### config.mk
export PLATFORM = sky130hd
export DESIGN_NAME = priority_slot_buffer_top_flat
export DESIGN_NICKNAME = d
export VERILOG_FILES = /design/src/rtl/core/psb_pkg.sv /design/src/rtl/core/psb_if.sv /design/src/rtl/core/psb_slot_mem.sv /design/src/rtl/core/psb_scan.sv /design/src/rtl/core/priority_slot_buffer_top.sv /design/src/flat_wrapper.sv
export SDC_FILE = /design/constraint.sdc
export NUM_CORES = 1
export LEC_CHECK = 0
export ABC_AREA = 1
export ABC_CLOCK_PERIOD_IN_PS = 6300
export BUFFER_PORTS_ARGS = -buffer_cell sky130_fd_sc_hd__buf_2
export CAP_MARGIN = 40
export CORE_MARGIN = 3
export CORE_UTILIZATION = 30
export DETAILED_ROUTE_END_ITERATION = 6
export GPL_ROUTABILITY_DRIVEN = 0
export GPL_TIMING_DRIVEN = 0
export SYNTH_ARGS = -nofsm -noshare
export SYNTH_HDL_FRONTEND = slang
export SYNTH_HIERARCHICAL = 1
export SYNTH_SLANG_ARGS = --single-unit
### constraint.sdc
create_clock -name clk -period 6.3 [get_ports clk]
set_input_delay 0.945 -clock clk [delete_from_list [all_inputs] [get_ports clk]]
set_output_delay 0.945 -clock clk [all_outputs]
set_load 0.01 [all_outputs]
### src/rtl/core/psb_pkg.sv
`default_nettype none

package psb_pkg;

    // command codes
    localparam logic CMD_INSERT = 1'b0;
    localparam logic CMD_REMOVE = 1'b1;

    // result status codes
    localparam logic [1:0] STATUS_OK    = 2'd0;
    localparam logic [1:0] STATUS_FULL  = 2'd1;
    localparam logic [1:0] STATUS_EMPTY = 2'd2;

    // sequencer states
    typedef enum logic [1:0] {
        ST_IDLE,
        ST_SCAN,
        ST_DRAIN,
        ST_RESOLVE
    } state_t;

    // one stored slot
    typedef struct packed {
        logic [31:0] value;
        logic [2:0]  prio;
        logic [1:0]  src;
    } entry_t;

    // control from the sequencer to the scan unit
    typedef struct packed {
        logic clear;
        logic step;
        logic remove;
    } scan_ctl_t;

endpackage

`default_nettype wire

### src/rtl/core/psb_if.sv
`default_nettype none

// command request channel
interface psb_req_if;
    logic               valid;
    logic               ready;
    logic               cmd;
    logic signed [31:0] value;
    logic [2:0]         priority_req;
    logic [1:0]         source;

    modport source_mp (output valid, output cmd, output value, output priority_req,
                       output source, input ready);
    modport sink (input valid, input cmd, input value, input priority_req,
                  input source, output ready);
endinterface

// result channel
interface psb_res_if;
    logic               valid;
    logic               ready;
    logic [1:0]         status;
    logic signed [31:0] out_value;
    logic [2:0]         out_priority;
    logic [1:0]         out_source;
    logic [4:0]         occupancy;
    logic signed [31:0] total_sum;
    logic signed [31:0] source_sum;

    modport source (output valid, output status, output out_value, output out_priority,
                    output out_source, output occupancy, output total_sum,
                    output source_sum, input ready);
    modport sink (input valid, input status, input out_value, input out_priority,
                  input out_source, input occupancy, input total_sum,
                  input source_sum, output ready);
endinterface

`default_nettype wire

### src/rtl/core/psb_slot_mem.sv
`default_nettype none

module psb_slot_mem #(
    parameter int SLOTS = 16,
    localparam int AW = $clog2(SLOTS)
) (
    input  wire logic            clk,
    input  wire logic            wr_en,
    input  wire logic [AW-1:0]   wr_addr,
    input  wire psb_pkg::entry_t wr_data,
    input  wire logic            rd_en,
    input  wire logic [AW-1:0]   rd_addr,
    output psb_pkg::entry_t      rd_data
);

    psb_pkg::entry_t mem_reg [SLOTS];
    psb_pkg::entry_t rd_data_reg;

    // single write port, single registered read port
    always_ff @(posedge clk)
    begin
        if (wr_en)
        begin
            mem_reg[wr_addr] <= wr_data;
        end
        if (rd_en)
        begin
            rd_data_reg <= mem_reg[rd_addr];
        end
    end

    assign rd_data = rd_data_reg;

endmodule

`default_nettype wire

### src/rtl/core/psb_scan.sv
`default_nettype none

module psb_scan #(
    parameter int SLOTS = 16,
    localparam int AW = $clog2(SLOTS)
) (
    input  wire logic               clk,
    input  wire logic               rst_n,
    input  wire psb_pkg::scan_ctl_t ctl,
    input  wire logic               slot_vld,
    input  wire psb_pkg::entry_t    slot,
    input  wire logic [AW-1:0]      slot_idx,
    output logic                    found,
    output logic [AW-1:0]           best_idx,
    output psb_pkg::entry_t         best
);

    logic            found_reg;
    logic [AW-1:0]   best_idx_reg;
    psb_pkg::entry_t best_reg;
    logic            take;

    // shared compare: lowest free slot on insert, smallest priority on remove;
    // strict less-than keeps the lowest index on a tie
    always_comb
    begin
        if (ctl.remove)
        begin
            take = ctl.step && slot_vld && (!found_reg || (slot.prio < best_reg.prio));
        end
        else
        begin
            take = ctl.step && !slot_vld && !found_reg;
        end
    end

    always_ff @(posedge clk or negedge rst_n)
    begin
        if (!rst_n)
        begin
            found_reg <= 1'b0;
        end
        else if (ctl.clear)
        begin
            found_reg <= 1'b0;
        end
        else if (take)
        begin
            found_reg <= 1'b1;
        end
    end

    // candidate payload
    always_ff @(posedge clk)
    begin
        if (take)
        begin
            best_idx_reg <= slot_idx;
            best_reg     <= slot;
        end
    end

    assign found    = found_reg;
    assign best_idx = best_idx_reg;
    assign best     = best_reg;

endmodule

`default_nettype wire

### src/rtl/core/priority_slot_buffer_top.sv
// A request is taken only in idle, so a new one waits until the last has resolved.
// The scan visits one slot per cycle through the slot memory's single read port;
// a drain state then empties the read register, and a resolve state, which waits
// while the result register is still held, updates state and loads the result.
// Reset (rst_n, asynchronous): valid bits, count, sums and control cleared;
// slot contents are not cleared and need no clearing pass.
`default_nettype none

module priority_slot_buffer_top #(
    parameter int SLOTS   = 16,
    parameter int SOURCES = 3
) (
    input  wire logic clk,
    input  wire logic rst_n,
    psb_req_if.sink   request,
    psb_res_if.source result
);

    localparam int AW = $clog2(SLOTS);
    localparam int CW = $clog2(SLOTS + 1);
    localparam int SW = (SOURCES > 1) ? $clog2(SOURCES) : 1;

    // sequencer
    psb_pkg::state_t    state_reg, state_next;
    logic [AW-1:0]      cnt_reg, cnt_next;
    psb_pkg::scan_ctl_t ctl;
    logic               rd_en;
    logic               resolve;

    // captured request
    logic        cmd_reg;
    logic [31:0] val_reg;
    logic [2:0]  pri_reg;
    logic [1:0]  src_reg;

    // read pipeline alignment
    logic          step_d_reg;
    logic          vld_d_reg;
    logic [AW-1:0] idx_d_reg;

    // block state
    logic [SLOTS-1:0] slot_valid_reg;
    logic [CW-1:0]    count_reg, count_next;
    logic [31:0]      total_reg;
    logic [31:0]      per_src_reg [SOURCES];

    // result register
    logic        res_valid_reg;
    logic [1:0]  res_status_reg;
    logic [31:0] res_value_reg;
    logic [2:0]  res_prio_reg;
    logic [1:0]  res_src_reg;
    logic [4:0]  res_occ_reg;
    logic [31:0] res_total_reg;
    logic [31:0] res_ssum_reg;

    // scan unit and memory
    psb_pkg::entry_t rd_data;
    psb_pkg::entry_t best;
    psb_pkg::entry_t wr_data;
    logic            found;
    logic [AW-1:0]   best_idx;
    logic            mem_wr_en;

    logic          req_fire;
    logic          res_free;
    logic          is_remove;
    logic          ins_ok;
    logic          rem_ok;
    logic          src_ok;
    logic [SW-1:0] sidx;
    logic [31:0]   add_total;
    logic [31:0]   add_src;

    assign req_fire      = request.valid && request.ready;
    assign request.ready = (state_reg == psb_pkg::ST_IDLE);
    assign res_free      = !res_valid_reg || result.ready;

    // next state and sequencer outputs
    always_comb
    begin
        state_next = state_reg;
        cnt_next   = cnt_reg;
        ctl.clear  = 1'b0;
        ctl.step   = step_d_reg;
        ctl.remove = (cmd_reg == psb_pkg::CMD_REMOVE);
        rd_en      = 1'b0;
        resolve    = 1'b0;
        unique case (state_reg)
            psb_pkg::ST_IDLE:
            begin
                if (req_fire)
                begin
                    ctl.clear  = 1'b1;
                    cnt_next   = '0;
                    state_next = psb_pkg::ST_SCAN;
                end
            end
            psb_pkg::ST_SCAN:
            begin
                rd_en = 1'b1;
                if (cnt_reg == AW'(SLOTS - 1))
                begin
                    state_next = psb_pkg::ST_DRAIN;
                end
                else
                begin
                    cnt_next = cnt_reg + 1'b1;
                end
            end
            psb_pkg::ST_DRAIN:
            begin
                state_next = psb_pkg::ST_RESOLVE;
            end
            psb_pkg::ST_RESOLVE:
            begin
                if (res_free)
                begin
                    resolve    = 1'b1;
                    state_next = psb_pkg::ST_IDLE;
                end
            end
            default:
            begin
                state_next = psb_pkg::ST_IDLE;
            end
        endcase
    end

    always_ff @(posedge clk or negedge rst_n)
    begin
        if (!rst_n)
        begin
            state_reg  <= psb_pkg::ST_IDLE;
            cnt_reg    <= '0;
            step_d_reg <= 1'b0;
        end
        else
        begin
            state_reg  <= state_next;
            cnt_reg    <= cnt_next;
            step_d_reg <= (state_reg == psb_pkg::ST_SCAN);
        end
    end

    // request capture and valid-bit alignment with the memory read
    always_ff @(posedge clk)
    begin
        if (req_fire)
        begin
            cmd_reg <= request.cmd;
            val_reg <= request.value;
            pri_reg <= request.priority_req;
            src_reg <= request.source;
        end
        vld_d_reg <= slot_valid_reg[cnt_reg];
        idx_d_reg <= cnt_reg;
    end

    psb_slot_mem #(
        .SLOTS (SLOTS)
    ) u_mem (
        .clk     (clk),
        .wr_en   (mem_wr_en),
        .wr_addr (best_idx),
        .wr_data (wr_data),
        .rd_en   (rd_en),
        .rd_addr (cnt_reg),
        .rd_data (rd_data)
    );

    psb_scan #(
        .SLOTS (SLOTS)
    ) u_scan (
        .clk      (clk),
        .rst_n    (rst_n),
        .ctl      (ctl),
        .slot_vld (vld_d_reg),
        .slot     (rd_data),
        .slot_idx (idx_d_reg),
        .found    (found),
        .best_idx (best_idx),
        .best     (best)
    );

    // outcome of the scan
    assign is_remove  = (cmd_reg == psb_pkg::CMD_REMOVE);
    assign ins_ok     = !is_remove && found;
    assign rem_ok     = is_remove && found;
    assign src_ok     = (int'(best.src) < SOURCES);
    assign sidx       = SW'(best.src);
    assign add_total  = total_reg + best.value;
    assign add_src    = per_src_reg[sidx] + best.value;
    assign mem_wr_en  = resolve && ins_ok;
    assign wr_data    = '{value: val_reg, prio: pri_reg, src: src_reg};

    always_comb
    begin
        count_next = count_reg;
        if (ins_ok)
        begin
            count_next = count_reg + 1'b1;
        end
        else if (rem_ok && (count_reg != '0))
        begin
            count_next = count_reg - 1'b1;
        end
    end

    // state update on resolve
    always_ff @(posedge clk or negedge rst_n)
    begin
        if (!rst_n)
        begin
            slot_valid_reg <= '0;
            count_reg      <= '0;
            total_reg      <= '0;
            for (int s = 0; s < SOURCES; s++)
            begin
                per_src_reg[s] <= '0;
            end
        end
        else if (resolve)
        begin
            count_reg <= count_next;
            if (ins_ok)
            begin
                slot_valid_reg[best_idx] <= 1'b1;
            end
            if (rem_ok)
            begin
                slot_valid_reg[best_idx] <= 1'b0;
                total_reg                <= add_total;
                if (src_ok)
                begin
                    per_src_reg[sidx] <= add_src;
                end
            end
        end
    end

    // result valid
    always_ff @(posedge clk or negedge rst_n)
    begin
        if (!rst_n)
        begin
            res_valid_reg <= 1'b0;
        end
        else if (resolve)
        begin
            res_valid_reg <= 1'b1;
        end
        else if (result.ready)
        begin
            res_valid_reg <= 1'b0;
        end
    end

    // result payload
    always_ff @(posedge clk)
    begin
        if (resolve)
        begin
            if (found)
            begin
                res_status_reg <= psb_pkg::STATUS_OK;
            end
            else if (is_remove)
            begin
                res_status_reg <= psb_pkg::STATUS_EMPTY;
            end
            else
            begin
                res_status_reg <= psb_pkg::STATUS_FULL;
            end
            res_value_reg <= rem_ok ? best.value : '0;
            res_prio_reg  <= rem_ok ? best.prio : '0;
            res_src_reg   <= rem_ok ? best.src : '0;
            res_occ_reg   <= 5'(count_next);
            res_total_reg <= rem_ok ? add_total : total_reg;
            res_ssum_reg  <= (rem_ok && src_ok) ? add_src : '0;
        end
    end

    assign result.valid        = res_valid_reg;
    assign result.status       = res_status_reg;
    assign result.out_value    = res_value_reg;
    assign result.out_priority = res_prio_reg;
    assign result.out_source   = res_src_reg;
    assign result.occupancy    = res_occ_reg;
    assign result.total_sum    = res_total_reg;
    assign result.source_sum   = res_ssum_reg;

    // checks
    a_count_matches: assert property (@(posedge clk) disable iff (!rst_n)
        $countones(slot_valid_reg) == int'(count_reg))
        else $error("entry count out of step with valid bits");

    a_count_bound: assert property (@(posedge clk) disable iff (!rst_n)
        int'(count_reg) <= SLOTS)
        else $error("entry count above slot total");

    a_remove_hits_valid: assert property (@(posedge clk) disable iff (!rst_n)
        (resolve && rem_ok) |-> slot_valid_reg[best_idx])
        else $error("remove selected a free slot");

    a_result_from_resolve: assert property (@(posedge clk) disable iff (!rst_n)
        $rose(res_valid_reg) |-> ($past(state_reg) == psb_pkg::ST_RESOLVE))
        else $error("result raised outside resolve");

endmodule

`default_nettype wire

### src/flat_wrapper.sv
// flat-port wrapper written by rule: the top's interface ports become plain ports
module priority_slot_buffer_top_flat 
#(
    parameter int SLOTS   = 16,
    parameter int SOURCES = 3
)
  (clk, rst_n, request_valid, request_cmd, request_value, request_priority_req, request_source, request_ready, result_valid, result_status, result_out_value, result_out_priority, result_out_source, result_occupancy, result_total_sum, result_source_sum, result_ready);
  psb_req_if request_i ();
  psb_res_if result_i ();
  input  wire logic clk;
  input  wire logic rst_n;
  input wire logic [$bits(request_i.valid)-1:0] request_valid;
  input wire logic [$bits(request_i.cmd)-1:0] request_cmd;
  input wire logic [$bits(request_i.value)-1:0] request_value;
  input wire logic [$bits(request_i.priority_req)-1:0] request_priority_req;
  input wire logic [$bits(request_i.source)-1:0] request_source;
  output wire logic [$bits(request_i.ready)-1:0] request_ready;
  output wire logic [$bits(result_i.valid)-1:0] result_valid;
  output wire logic [$bits(result_i.status)-1:0] result_status;
  output wire logic [$bits(result_i.out_value)-1:0] result_out_value;
  output wire logic [$bits(result_i.out_priority)-1:0] result_out_priority;
  output wire logic [$bits(result_i.out_source)-1:0] result_out_source;
  output wire logic [$bits(result_i.occupancy)-1:0] result_occupancy;
  output wire logic [$bits(result_i.total_sum)-1:0] result_total_sum;
  output wire logic [$bits(result_i.source_sum)-1:0] result_source_sum;
  input wire logic [$bits(result_i.ready)-1:0] result_ready;
  assign request_i.valid = request_valid;
  assign request_i.cmd = request_cmd;
  assign request_i.value = request_value;
  assign request_i.priority_req = request_priority_req;
  assign request_i.source = request_source;
  assign request_ready = request_i.ready;
  assign result_valid = result_i.valid;
  assign result_status = result_i.status;
  assign result_out_value = result_i.out_value;
  assign result_out_priority = result_i.out_priority;
  assign result_out_source = result_i.out_source;
  assign result_occupancy = result_i.occupancy;
  assign result_total_sum = result_i.total_sum;
  assign result_source_sum = result_i.source_sum;
  assign result_i.ready = result_ready;
  priority_slot_buffer_top #(.SLOTS(SLOTS), .SOURCES(SOURCES)) u_core (.clk(clk), .rst_n(rst_n), .request(request_i), .result(result_i));
endmodule
Word level (Yosys, flattened, before mapping):

Memory sizes are Yosys's and may differ from the RTL's. A register that Yosys moved wholly into a read port is not among the register bits.
Cells that the tools add are included.

* register bits: 350
* latch bits: 0
* bits in writable memories: 592
* bits in read-only memories: 0
* bits of input ports: 42
* output and inout port bits: 110
* logic and storage cells: 115
* memories kept: 1

Memories
* u_core.u_mem.mem_reg: words 16, bits a word 37, read ports 1, clocked after Yosys merged registers in 1, write ports 1, line psb_slot_mem.sv:16 `psb_pkg::entry_t mem_reg [SLOTS];`

* add/subtract/negate cells: 5
* multiply operators: 0
* divide/modulo/power cells: 0
* order comparisons: 7
* eq/ne operators: 8
* shift operators: 0
* multiplexer cells: 36
* bitwise logic cells: 4
* reductions and logical operators: 26

Operator list (number)
* $mux W32: 4
* $bwmux W96: 1
* $add A32 B32 Y32: 2
* $bmux W32 S2: 1
* $demux W32 S2: 1
* $mux W16: 3
* $and A16 B16 Y16: 1
* $not A16 Y16: 1
* $or A16 B16 Y16: 1
* $mux W1: 14
* $logic_and A1 B1 Y1: 12
* $lt A4 B5 Y1 const B: 2
* $mux W5: 2
* $reduce_and A3 Y1: 3
* $mux W2: 4
* $mux W4: 2
* $pmux W2 S4: 1
* $pmux W4 S2: 1
* $reduce_bool A2 Y1: 3
* $add A5 B1 Y5 const B: 1
* $reduce_bool A5 Y1: 1
* $sub A5 B1 Y5 const B: 1
* $add A4 B1 Y4 const B: 1
* $bmux W1 S4: 1
* other kinds (15): 22

Logic depth before layout (Yosys ltp):

Gate-level depths: netlist of run 1.

* depth after elaboration: 9
* mapped depth: 17
* mapped depth without buffers: 16

Modules after synthesis:

The synthesis of run 1 kept the hierarchy.

By module, submodules not included
* psb_slot_mem: times used 1, cells each 2446, area an instance 26575.5 um^2, sequential area each 18888.1 um^2
* priority_slot_buffer_top: times used 1, cells each 2159, area an instance 16932.5 um^2, sequential area each 8413.1 um^2
* psb_scan: times used 1, cells each 66, area an instance 1371.3 um^2, sequential area each 1256.2 um^2

Least setup slack after synthesis of run 1:

OpenSTA, ideal clock, no wires.

* path kind: input to register
* start: input port result_ready
* end: memory u_core/u_mem/mem_reg[12][0] in the netlist's numbering (enable)
* setup time: 0.431 ns
* arrival: 3.231 ns
* required time: 5.869 ns
* setup slack: 2.638 ns
* stages on the path: 6
* path buffers: 0
* cell sequence: inv_1 -> a21oi_1 -> inv_2 -> nor2_1 -> nand3_1 -> nor2_1

* word-level cells in the longest chain between the ends: 6

Ends and longest elaborated chain
* from (decl): line flat_wrapper.sv:26 `input wire logic [$bits(result_i.ready)-1:0] result_ready;`
* $logic_or A1 B1 Y1: line priority_slot_buffer_top.sv:77 `assign res_free = !res_valid_reg || result.ready;`
* $mux W1: line priority_slot_buffer_top.sv:117 `if (res_free)`
* $mux W1: line priority_slot_buffer_top.sv:89 `unique case (state_reg)`
* $logic_and A1 B1 Y1: line priority_slot_buffer_top.sv:194 `assign mem_wr_en = resolve && ins_ok;`
* named net u_core.mem_wr_en: line priority_slot_buffer_top.sv:63 `logic mem_wr_en;`
* $mux W1: line psb_slot_mem.sv:22 `if (wr_en)`
* $mux W1 (not written as such): line psb_slot_mem.sv:24 `mem_reg[wr_addr] <= wr_data;`
* to (decl): line psb_slot_mem.sv:16

The timed path passes the listed nets, and every way through them passes these cells.

Worst setup path after layout of run 1:

* start: register u_core.u_scan.best_reg (netlist bit u_core/u_scan/best[0])
* end: register u_core.res_ssum_reg[28], in the netlist u_core/result.source_sum[28] (data pin)

* word-level cells in the longest chain between the ends: 5
* elaborated cells on any way between the ends: 7
* classes of those cells: add/sub: 1; order compare: 1; mux: 3; bitwise: 1; reduce/logical: 1

Ends and longest elaborated chain
* from (decl): line psb_scan.sv:20 `psb_pkg::entry_t best_reg;`
* from (signal assigned): line psb_scan.sv:59 `best_reg <= slot;`
* $not A2 Y3 (not written as such): line priority_slot_buffer_top.sv:193 `assign add_src = per_src_reg[sidx] + best.value;`
* $bmux W32 S2: line priority_slot_buffer_top.sv:193
* $mux W32 (not written as such) (2 in a row): line priority_slot_buffer_top.sv:193
* $add A32 B32 Y32: line priority_slot_buffer_top.sv:193
* to (signal assigned): line priority_slot_buffer_top.sv:281 `res_ssum_reg <= (rem_ok && src_ok) ? add_src : '0;`
* to (decl): line priority_slot_buffer_top.sv:55 `logic [31:0] res_ssum_reg;`

Several ways; a longest one is shown, not always the timed one. The select of a mux whose other input is x is not followed.
A chain may end at the register's enable or synchronous reset.

==> results by group, run 1 <==
Critical path
  – RR Endpoint: u_core/result.source_sum[28]$_SDFFCE_PN0P_
  – Critical path fanouts, max: 10
  – Critical Path AT: 4.25 ns
  – Req. time, crit path: around 6.7 ns
  – R2r startpoint: u_core/u_scan/best[0]$_DFFE_PP_
  – R2r setup slk: between 2 and 2.5 ns
  – Startpoint types: register
  – Number of cells on the worst reg-to-reg path: 16
  – Worst setup EP type: register
  – Critical path class: reg2reg

STA
  – Highest clock rate: between 0.2 and 0.3 GHz
  – RSZ-0062 raised after global routing: false
  – Fin crit share: between 60% and 70%
  – Worst Skew: approximately 0.058 ns
  – Fin. max-slew vios: 0
  – Final setup viols: 0
  – Relative slew slack: 35.9%
  – Setup Total Neg Slack: 0 ns
  – Post-layout min period: between 3 and 4 ns
  – Fin Hold WS: roughly 0.23 ns
  – Final hold violations: 0
  – Slew @ Worst Pin: 0.962 ns

Power
  – Power density cells: roughly 440 nW/µm²
  – Worst IR Drop VDD: about 230 µV
  – Leak Pwr: approximately 24 nW
  – Comb power frac: around a third
  – Sw frac: 38.8%
  – Clock power share: ~26%
  – Internal power: ~14 mW
  – Sw Pwr: between 8 and 9 mW
  – Seq pwr share: 39.5%

Placement
  – Final HPWL DP: 96700 µm
  – Cells after DPL: around 6800
  – PortBufs: between 150 and 200

CTS
  – Worst-skew pair later-pin latency: between 0.7 and 0.8 ns
  – Cts bufs inserted: between 90 and 100
  – H-Tree Depth: 3
  – Clk Tree Root Cell: clkbuf_16
  – Worst-path clk slew: ~0.060 ns
  – CTS tree: built
  – Post-CTS Hold Buffers: 0
  – CTS sink cnt: between 900 and 1000
  – # Post-CTS Setup Buffers: 0
  – Clock Path Buffers: 3
  – Post-CTS sizing: 0

Logic synthesis
  – Register area share after synthesis: 63.6%
  – Count leader, synth: nand2_1
  – Post-synth cell types: 42
  – Syn Std Cell Area: between 40000 and 50000 µm²
  – Yosys reg bits: between 900 and 1000
  – Syn Inst Count: 4671
  – Post-synth top area share: a little over half
  – Synth Warn #: 6
  – Top_reg_cell synth: edfxtp_1
  – Area contributors post-synth: edfxtp_1 (55%), nand2_1 (13%), dfrtp_1 (8.8%)
  – Commonest cells post-synth: nand2_1 (1576), edfxtp_1 (816), inv_1 (783)
  – Mapped Nets: 4786
  – Asr flop ratio synth: ~16%
  – Avg Cell Area, Syn: between 9 and 10 µm²
  – Cell taking the most area after synthesis: edfxtp_1
  – EDFF count, synth: around 820

Floorplan
  – Starting Density: 30.3%
  – Die W: around 400 µm
  – Num rows: roughly 140
  – Core region area: approximately 150000 µm²
  – Full die area: between 150000 and 200000 µm²
  – Num ports: 152
  – Die H: between 300 and 400 µm

Finish
  – Non-Filler Instances: about 7000
  – Max reg flops: between 500 and 600
  – Layout net count: between 5000 and 6000
  – Synth-to-Final Area Change: 16.8%
  – Fraction of layout cells with a size suffix above 1: around a tenth

Job
  – Max-cap violations: 0

Global route
  – Initial antenna violation count: 12
  – Met1 usage: a little under a quarter
  – Met2 GRT Util: 27.9%
  – Pin count of the biggest net entering global routing: 85
  – Gr ovfl total: 0
  – Number of global-route vias before repair: about 31000
  – Busiest layer in global routing: met2
  – First-pass GRT wire length: 197000 µm
  – GRT Util Overall: between 15 and 20%
  – GR Util met3: roughly 3%

Drt
  – Remaining routing DRC violations: 0
  – Vias: between 30000 and 40000
  – Routed length per instance: 19.3 µm
  – Routed Antenna Nets: 0
  – Initial DRC count: roughly 3700
  – DRT Pass-1 Iters: 6
  – WL final: roughly 140000 µm
  – Via density per instance: ~4.8

Worst hold path
  – Worst Hold Class: in2async

Status
  – Status: completed
## kinds of logic (layout without fill, tap and decap cells)
| group | after synthesis | count (layout) | synth area share (%) |
|---|---|---|---|
| AND/OR/NAND/NOR | 2399 | 2399 | 22.0 |
| flip-flops | 979 | 979 | 63.6 |
| AO/OA/AOI/OAI | 215 | 215 | 2.66 |
| adder cells (fa/ha/maj) | 73 | 73 | 2.07 |
| buffers and inverters | 963 | 1346 | 8.80 |
| multiplexers | 10 | 10 | 0.223 |
| XOR/XNOR | 32 | 32 | 0.624 |
| other | 0 | 3 | 0 |
## stage by stage
step	area, µm²	power [mW]	util (%)	worst slack [ns]
3_5_place_dp	49100	17.0	33.2	2.58
6_report	52400	22.9	35.4	2.49
5_1_grt	52400	24.2	35.4	2.32
4_1_cts	52400	22.9	35.4	2.59
2_1_floorplan	44900	13.8	-	2.64
3_3_place_gp	48000	16.7	32.4	0.0220
## worst max-delay path, cell delays in order, from the launching register on
cell and delay, ns:
edfxtp_1 0.50, inv_1 0.11, nor2_1 0.40, clkbuf_1 0.56, a22oi_1 0.19, nand2_1 0.11
ha_1 0.26, fa_1 0.29, nand3_1 0.10, nand3_1 0.18, nand3_1 0.11, nand3_1 0.21
nand2_1 0.16, nand2_1 0.10, nand2_1 0.10, nand2_1 0.10, nor2_1 0.05
## layout make-up
cell class,instances,area [µm²]
well taps,1930,2410
clock inverters,63,666
fillers,14800,95800
multi-input cells,2729,12500
plain buffers,169,962
inverters,794,2990
repair buffers,198,1730
flip-flops and latches,979,28600
diodes,3,7.51
clock buffers,122,2580
## cell usage in the layout (no fill, tap or decap), drive strengths merged, types with 3 or more instances in the layout
cell      synthesis  final
a22oi            30     30
nand4             9      9
edfxtp          816    816
o21bai            5      5
o21ai           121    121
bufinv            0     11
diode             0      3
nor3             11     11
buf             125    323
and2              3      3
nor2            194    194
clkinv            2     43
clkbuf           44    166
dfrtp           158    158
inv             792    797
dfxtp             5      5
nand3           597    597
o22ai             3      3
ha               71     71
mux2i            10     10
clkinvlp          0      6
xnor2            25     25
a21oi            46     46
nand2          1577   1577
nand3b            7      7
xor2              7      7
## routing by layer
| metal | vias to the layer above | part of all wire, % |
|---|---|---|
| met5 | - | 0 |
| met4 | 0 | 3.2 |
| met3 | 270 | 9.4 |
| met2 | 1588 | 46 |
| met1 | 15900 | 41 |
| li1 | 15600 | - |
## power by group through the flow
stage	Combinational (mW)	Clock (mW)	Sequential (mW)
2_1_floorplan	4.83	0	8.96
3_3_place_gp	7.55	0	9.17
3_5_place_dp	7.79	0	9.18
4_1_cts	7.82	6.05	9.06
5_1_grt	8.70	6.33	9.16
6_report	7.92	5.94	9.06
## worst max-delay path by stage
stage | cells past startpoint | start | slack, ns | to
after floorplan | 6 | result_ready | 2.64 | u_core/u_mem/mem_reg[12][0]$_DFFE_PP_
after global placement | 7 | result_ready | 0.02 | u_core/u_mem/mem_reg[10][23]$_DFFE_PP_
after detailed placement | 8 | result_ready | 2.58 | u_core/u_mem/mem_reg[14][24]$_DFFE_PP_
after CTS | 16 | u_core/u_scan/best[0]$_DFFE_PP_ | 2.59 | u_core/result.source_sum[24]$_SDFFCE_PN0P_
after global routing | 16 | u_core/u_scan/best[0]$_DFFE_PP_ | 2.32 | u_core/result.source_sum[24]$_SDFFCE_PN0P_
final | 16 | u_core/u_scan/best[0]$_DFFE_PP_ | 2.49 | u_core/result.source_sum[28]$_SDFFCE_PN0P_
(Power assumes the default switching activity.)
==> inputs of run 2 (changes only) <==
--- a/config.mk
+++ b/config.mk
@@ -6,7 +6,7 @@
 export NUM_CORES = 1
 export LEC_CHECK = 0
 export ABC_AREA = 1
-export ABC_CLOCK_PERIOD_IN_PS = 6300
+export ABC_CLOCK_PERIOD_IN_PS = 3770
 export BUFFER_PORTS_ARGS = -buffer_cell sky130_fd_sc_hd__buf_2
 export CAP_MARGIN = 40
 export CORE_MARGIN = 3
==> constraint.sdc (replaced) <==
create_clock -name clk -period 3.77 [get_ports clk]
set_input_delay 0.5655 -clock clk [delete_from_list [all_inputs] [get_ports clk]]
set_output_delay 0.5655 -clock clk [all_outputs]
set_load 0.01 [all_outputs]
==> results by group, run 2 (synthesis results as in run 1) <==
Finish
  – Layout net count: 5113 (+0.57%)
  – Final Util: 35.6% (+0.20 points)
  – Synth-to-Final Area Change: 17.4%
  – Non-Filler Instances: 7017 (+0.43%)
  – Multi-input gate area: 12500 µm² (unchanged)
  – Fillers: 14700 (-0.19%)
  – Commonest non-fill, non-tap cell in the layout: nand2_1
  – Fraction of layout cells with a size suffix above 1: 9.72% (+0.063 points)
  – Storage element area: 28600 µm² (unchanged)
  – Most frequent cells in the layout: nand2_1 (1575), edfxtp_1 (816), inv_1 (782)
  – Cell area after layout: 52700 µm² (+0.57%)
  – Max reg flops: 592 (unchanged)

Critical path
  – Startpoint types: register
  – Top delay family on crit path: simple AND/OR/NAND/NOR gates
  – Number of cells on the worst reg-to-reg path: 16 (unchanged)
  – Critical path fanouts, max: 10 (unchanged)
  – Req. time, crit path: 4.18 ns (-2.55 ns)
  – Buf/Inv on CP: 2 (unchanged)
  – Crit path max-delay cell type: edfxtp_1
  – Critical path class: reg2reg
  – RR Endpoint: u_core/result.source_sum[24]$_SDFFCE_PN0P_
  – Max stage delay on crit path: 0.50 ns (-0.06 ns)
  – Worst setup EP type: register
  – R2r setup slk: 0.19 ns (-2.30 ns)
  – Most used cell, CP: nand2_1
  – R2r startpoint: u_core/u_scan/best[0]$_DFFE_PP_
  – Critical Path AT: 3.99 ns (-0.26 ns)
  – Worst path cell trace: inv_1 > nor2_1 > buf_2 > a22oi_1 > nand2_1 > ha_1 > fa_1 > nand3_1 > nand3_1 > nand2_1 > nand3_1 > nand2_1 > nand3_1 > nand2_1 > nand2_1 > nor2_1

Placement
  – PortBufs: 151 (unchanged)
  – Dpl cell area: 49100 µm² (unchanged)
  – Final HPWL DP: 96700 µm (unchanged)
  – Pre-CTS setup slack: 0.132 ns (-2.45 ns)
  – Cells after DPL: 6799 (unchanged)

Floorplan
  – Num rows: 141 (unchanged)
  – Core region area: 148000 µm² (unchanged)
  – Die W: 393 µm (unchanged)
  – Die H: 393 µm (unchanged)
  – Full die area: 154000 µm² (unchanged)
  – Starting Density: 30.3% (unchanged)
  – Num ports: 152 (unchanged)

STA
  – Relative slew slack: 35.4% (-0.49 points)
  – Worst Skew: 0.0601 ns (+0.00241 ns)
  – Fin. max-slew vios: 0 (unchanged)
  – Post-layout min period: 3.58 ns (-0.227 ns)
  – Final setup viols: 0 (unchanged)
  – Highest clock rate: 0.279 GHz (+6.3%)
  – Setup Total Neg Slack: 0 ns (unchanged)
  – Fin Hold WS: 0.0357 ns (-0.192 ns)
  – RSZ-0062 raised after global routing: false
  – Fin crit share: 95.1% (+35 points)
  – Fin worst setup slack: 0.186 ns (-2.30 ns)
  – Slew @ Worst Pin: 0.969 ns (+0.00736 ns)
  – Final hold violations: 0 (unchanged)

Global route
  – First-pass GRT wire length: 197000 µm (+0.13%)
  – Number of global-route vias before repair: 31100 (+0.31%)
  – Pin count of the biggest net entering global routing: 85 (unchanged)
  – GRT Util Overall: 17.2% (about the same)
  – Initial antenna violation count: 9 (-3)
  – Gr ovfl total: 0 (unchanged)

Status
  – Status: completed

CTS
  – Cts bufs inserted: 98 (unchanged)
  – CTS sink cnt: 979 (unchanged)
  – Clk Tree Root Cell: clkbuf_16
  – Clock Path Buffers: 3 (unchanged)
  – # Post-CTS Setup Buffers: 0 (unchanged)
  – Worst-skew pair later-pin latency: 0.71 ns (about the same)
  – Worst-path clk slew: 0.06 ns (about the same)
  – H-Tree Depth: 3 (unchanged)
  – CTS tree: built

Drt
  – Remaining routing DRC violations: 0 (unchanged)
  – Initial DRC count: 3541 (-3.1%)
  – DRT Pass-1 Iters: 6 (unchanged)
  – WL final: 135000 µm (+0.31%)
  – Routed length per instance: 19.3 µm (-0.12%)
  – Via density per instance: 4.76 (-0.36%)
  – Routed Antenna Nets: 0 (unchanged)
  – Vias: 33400 (+0.066%)

Power
  – Pwr Total: 38.3 mW (+67%)
  – Leak Pwr: 23.7 nW (+0.60%)
  – Worst IR Drop VDD: 380 µV (+67%)
  – Power density cells: 728 nW/µm² (+66%)

Worst hold path
  – Hold EP: u_core/val_reg[23]$_DFFE_PP_
  – Hold path cells: 1
  – Worst Hold Class: in2reg
  – Worst hold path startpoint: request_value[23]

Job
  – Max-cap violations: 0 (unchanged)
-- run 2: cell count changes in the layout (fill, tap and decap cells not counted), sizes merged --
cell | previous run | this run
buf | 323 | 324
clkbuf | 166 | 165
dlygate4sd3 | 0 | 29
diode | 3 | 4
-- run 2: worst max path at each step --
stage | endpoint | from | slack [ns] | cells after the start
after detailed placement | u_core/result.source_sum[24]$_SDFFCE_PN0P_ | u_core/u_scan/best[0]$_DFFE_PP_ | 0.13 | 16
after CTS | u_core/result.source_sum[24]$_SDFFCE_PN0P_ | u_core/u_scan/best[0]$_DFFE_PP_ | 0.06 | 16
after global placement | u_core/u_mem/mem_reg[10][23]$_DFFE_PP_ | result_ready | -2.13 | 7
final | u_core/result.source_sum[24]$_SDFFCE_PN0P_ | u_core/u_scan/best[0]$_DFFE_PP_ | 0.19 | 16
after global routing | u_core/result.source_sum[31]$_SDFFCE_PN0P_ | u_core/u_scan/best[1]$_DFFE_PP_ | 0.02 | 16
after floorplan | u_core/u_mem/mem_reg[12][0]$_DFFE_PP_ | result_ready | 0.49 | 6
-- run 2: power by group --
group,internal [mW],switching [mW],leakage (nW)
clock network,5.65,4.28,1.57
registers,13.9,1.22,9.42
logic,3.91,9.37,12.7
total,23.5,14.9,23.7
-- run 2: cell type report --
| type | count | area share, % |
|---|---|---|
| timing repair buffer | 227 | 3.83 |
| antenna | 4 | 0.0190 |
| inverter | 794 | 5.66 |
| buffer | 169 | 1.84 |
| tap | 1930 | 4.58 |
| clock buffer | 122 | 4.90 |
| sequential | 979 | 54.2 |
| clock inverter | 63 | 1.26 |
| multi-input combinational | 2729 | 23.7 |
-- run 2: worst reg2reg max path, stage by stage (launching register included) --
cell and delay, ns:
edfxtp_1 0.50, inv_1 0.12, nor2_1 0.42, buf_2 0.38, a22oi_1 0.15, nand2_1 0.09
ha_1 0.26, fa_1 0.29, nand3_1 0.10, nand3_1 0.19, nand2_1 0.09, nand3_1 0.17
nand2_1 0.16, nand3_1 0.12, nand2_1 0.11, nand2_1 0.12, nor2_1 0.05
-- run 2: per-layer routing --
metal  share of wire [%]  routed length, µm  GRT usage [%]
met3                 8.9              12000           3.05
met4                 3.1               4270           5.58
met2                  46              62500           27.9
met1                  42              56700           23.3
met5                   0                  0              0
-- run 2: timing repair --
| item | 4_1_cts | 5_1_grt |
|---|---|---|
| endpoints found under the hold margin | 102 | 0 |
| resized for setup | 0 | 14 |
| hold buffers | 29 | 0 |
| setup endpoints to repair | 0 | 37 |
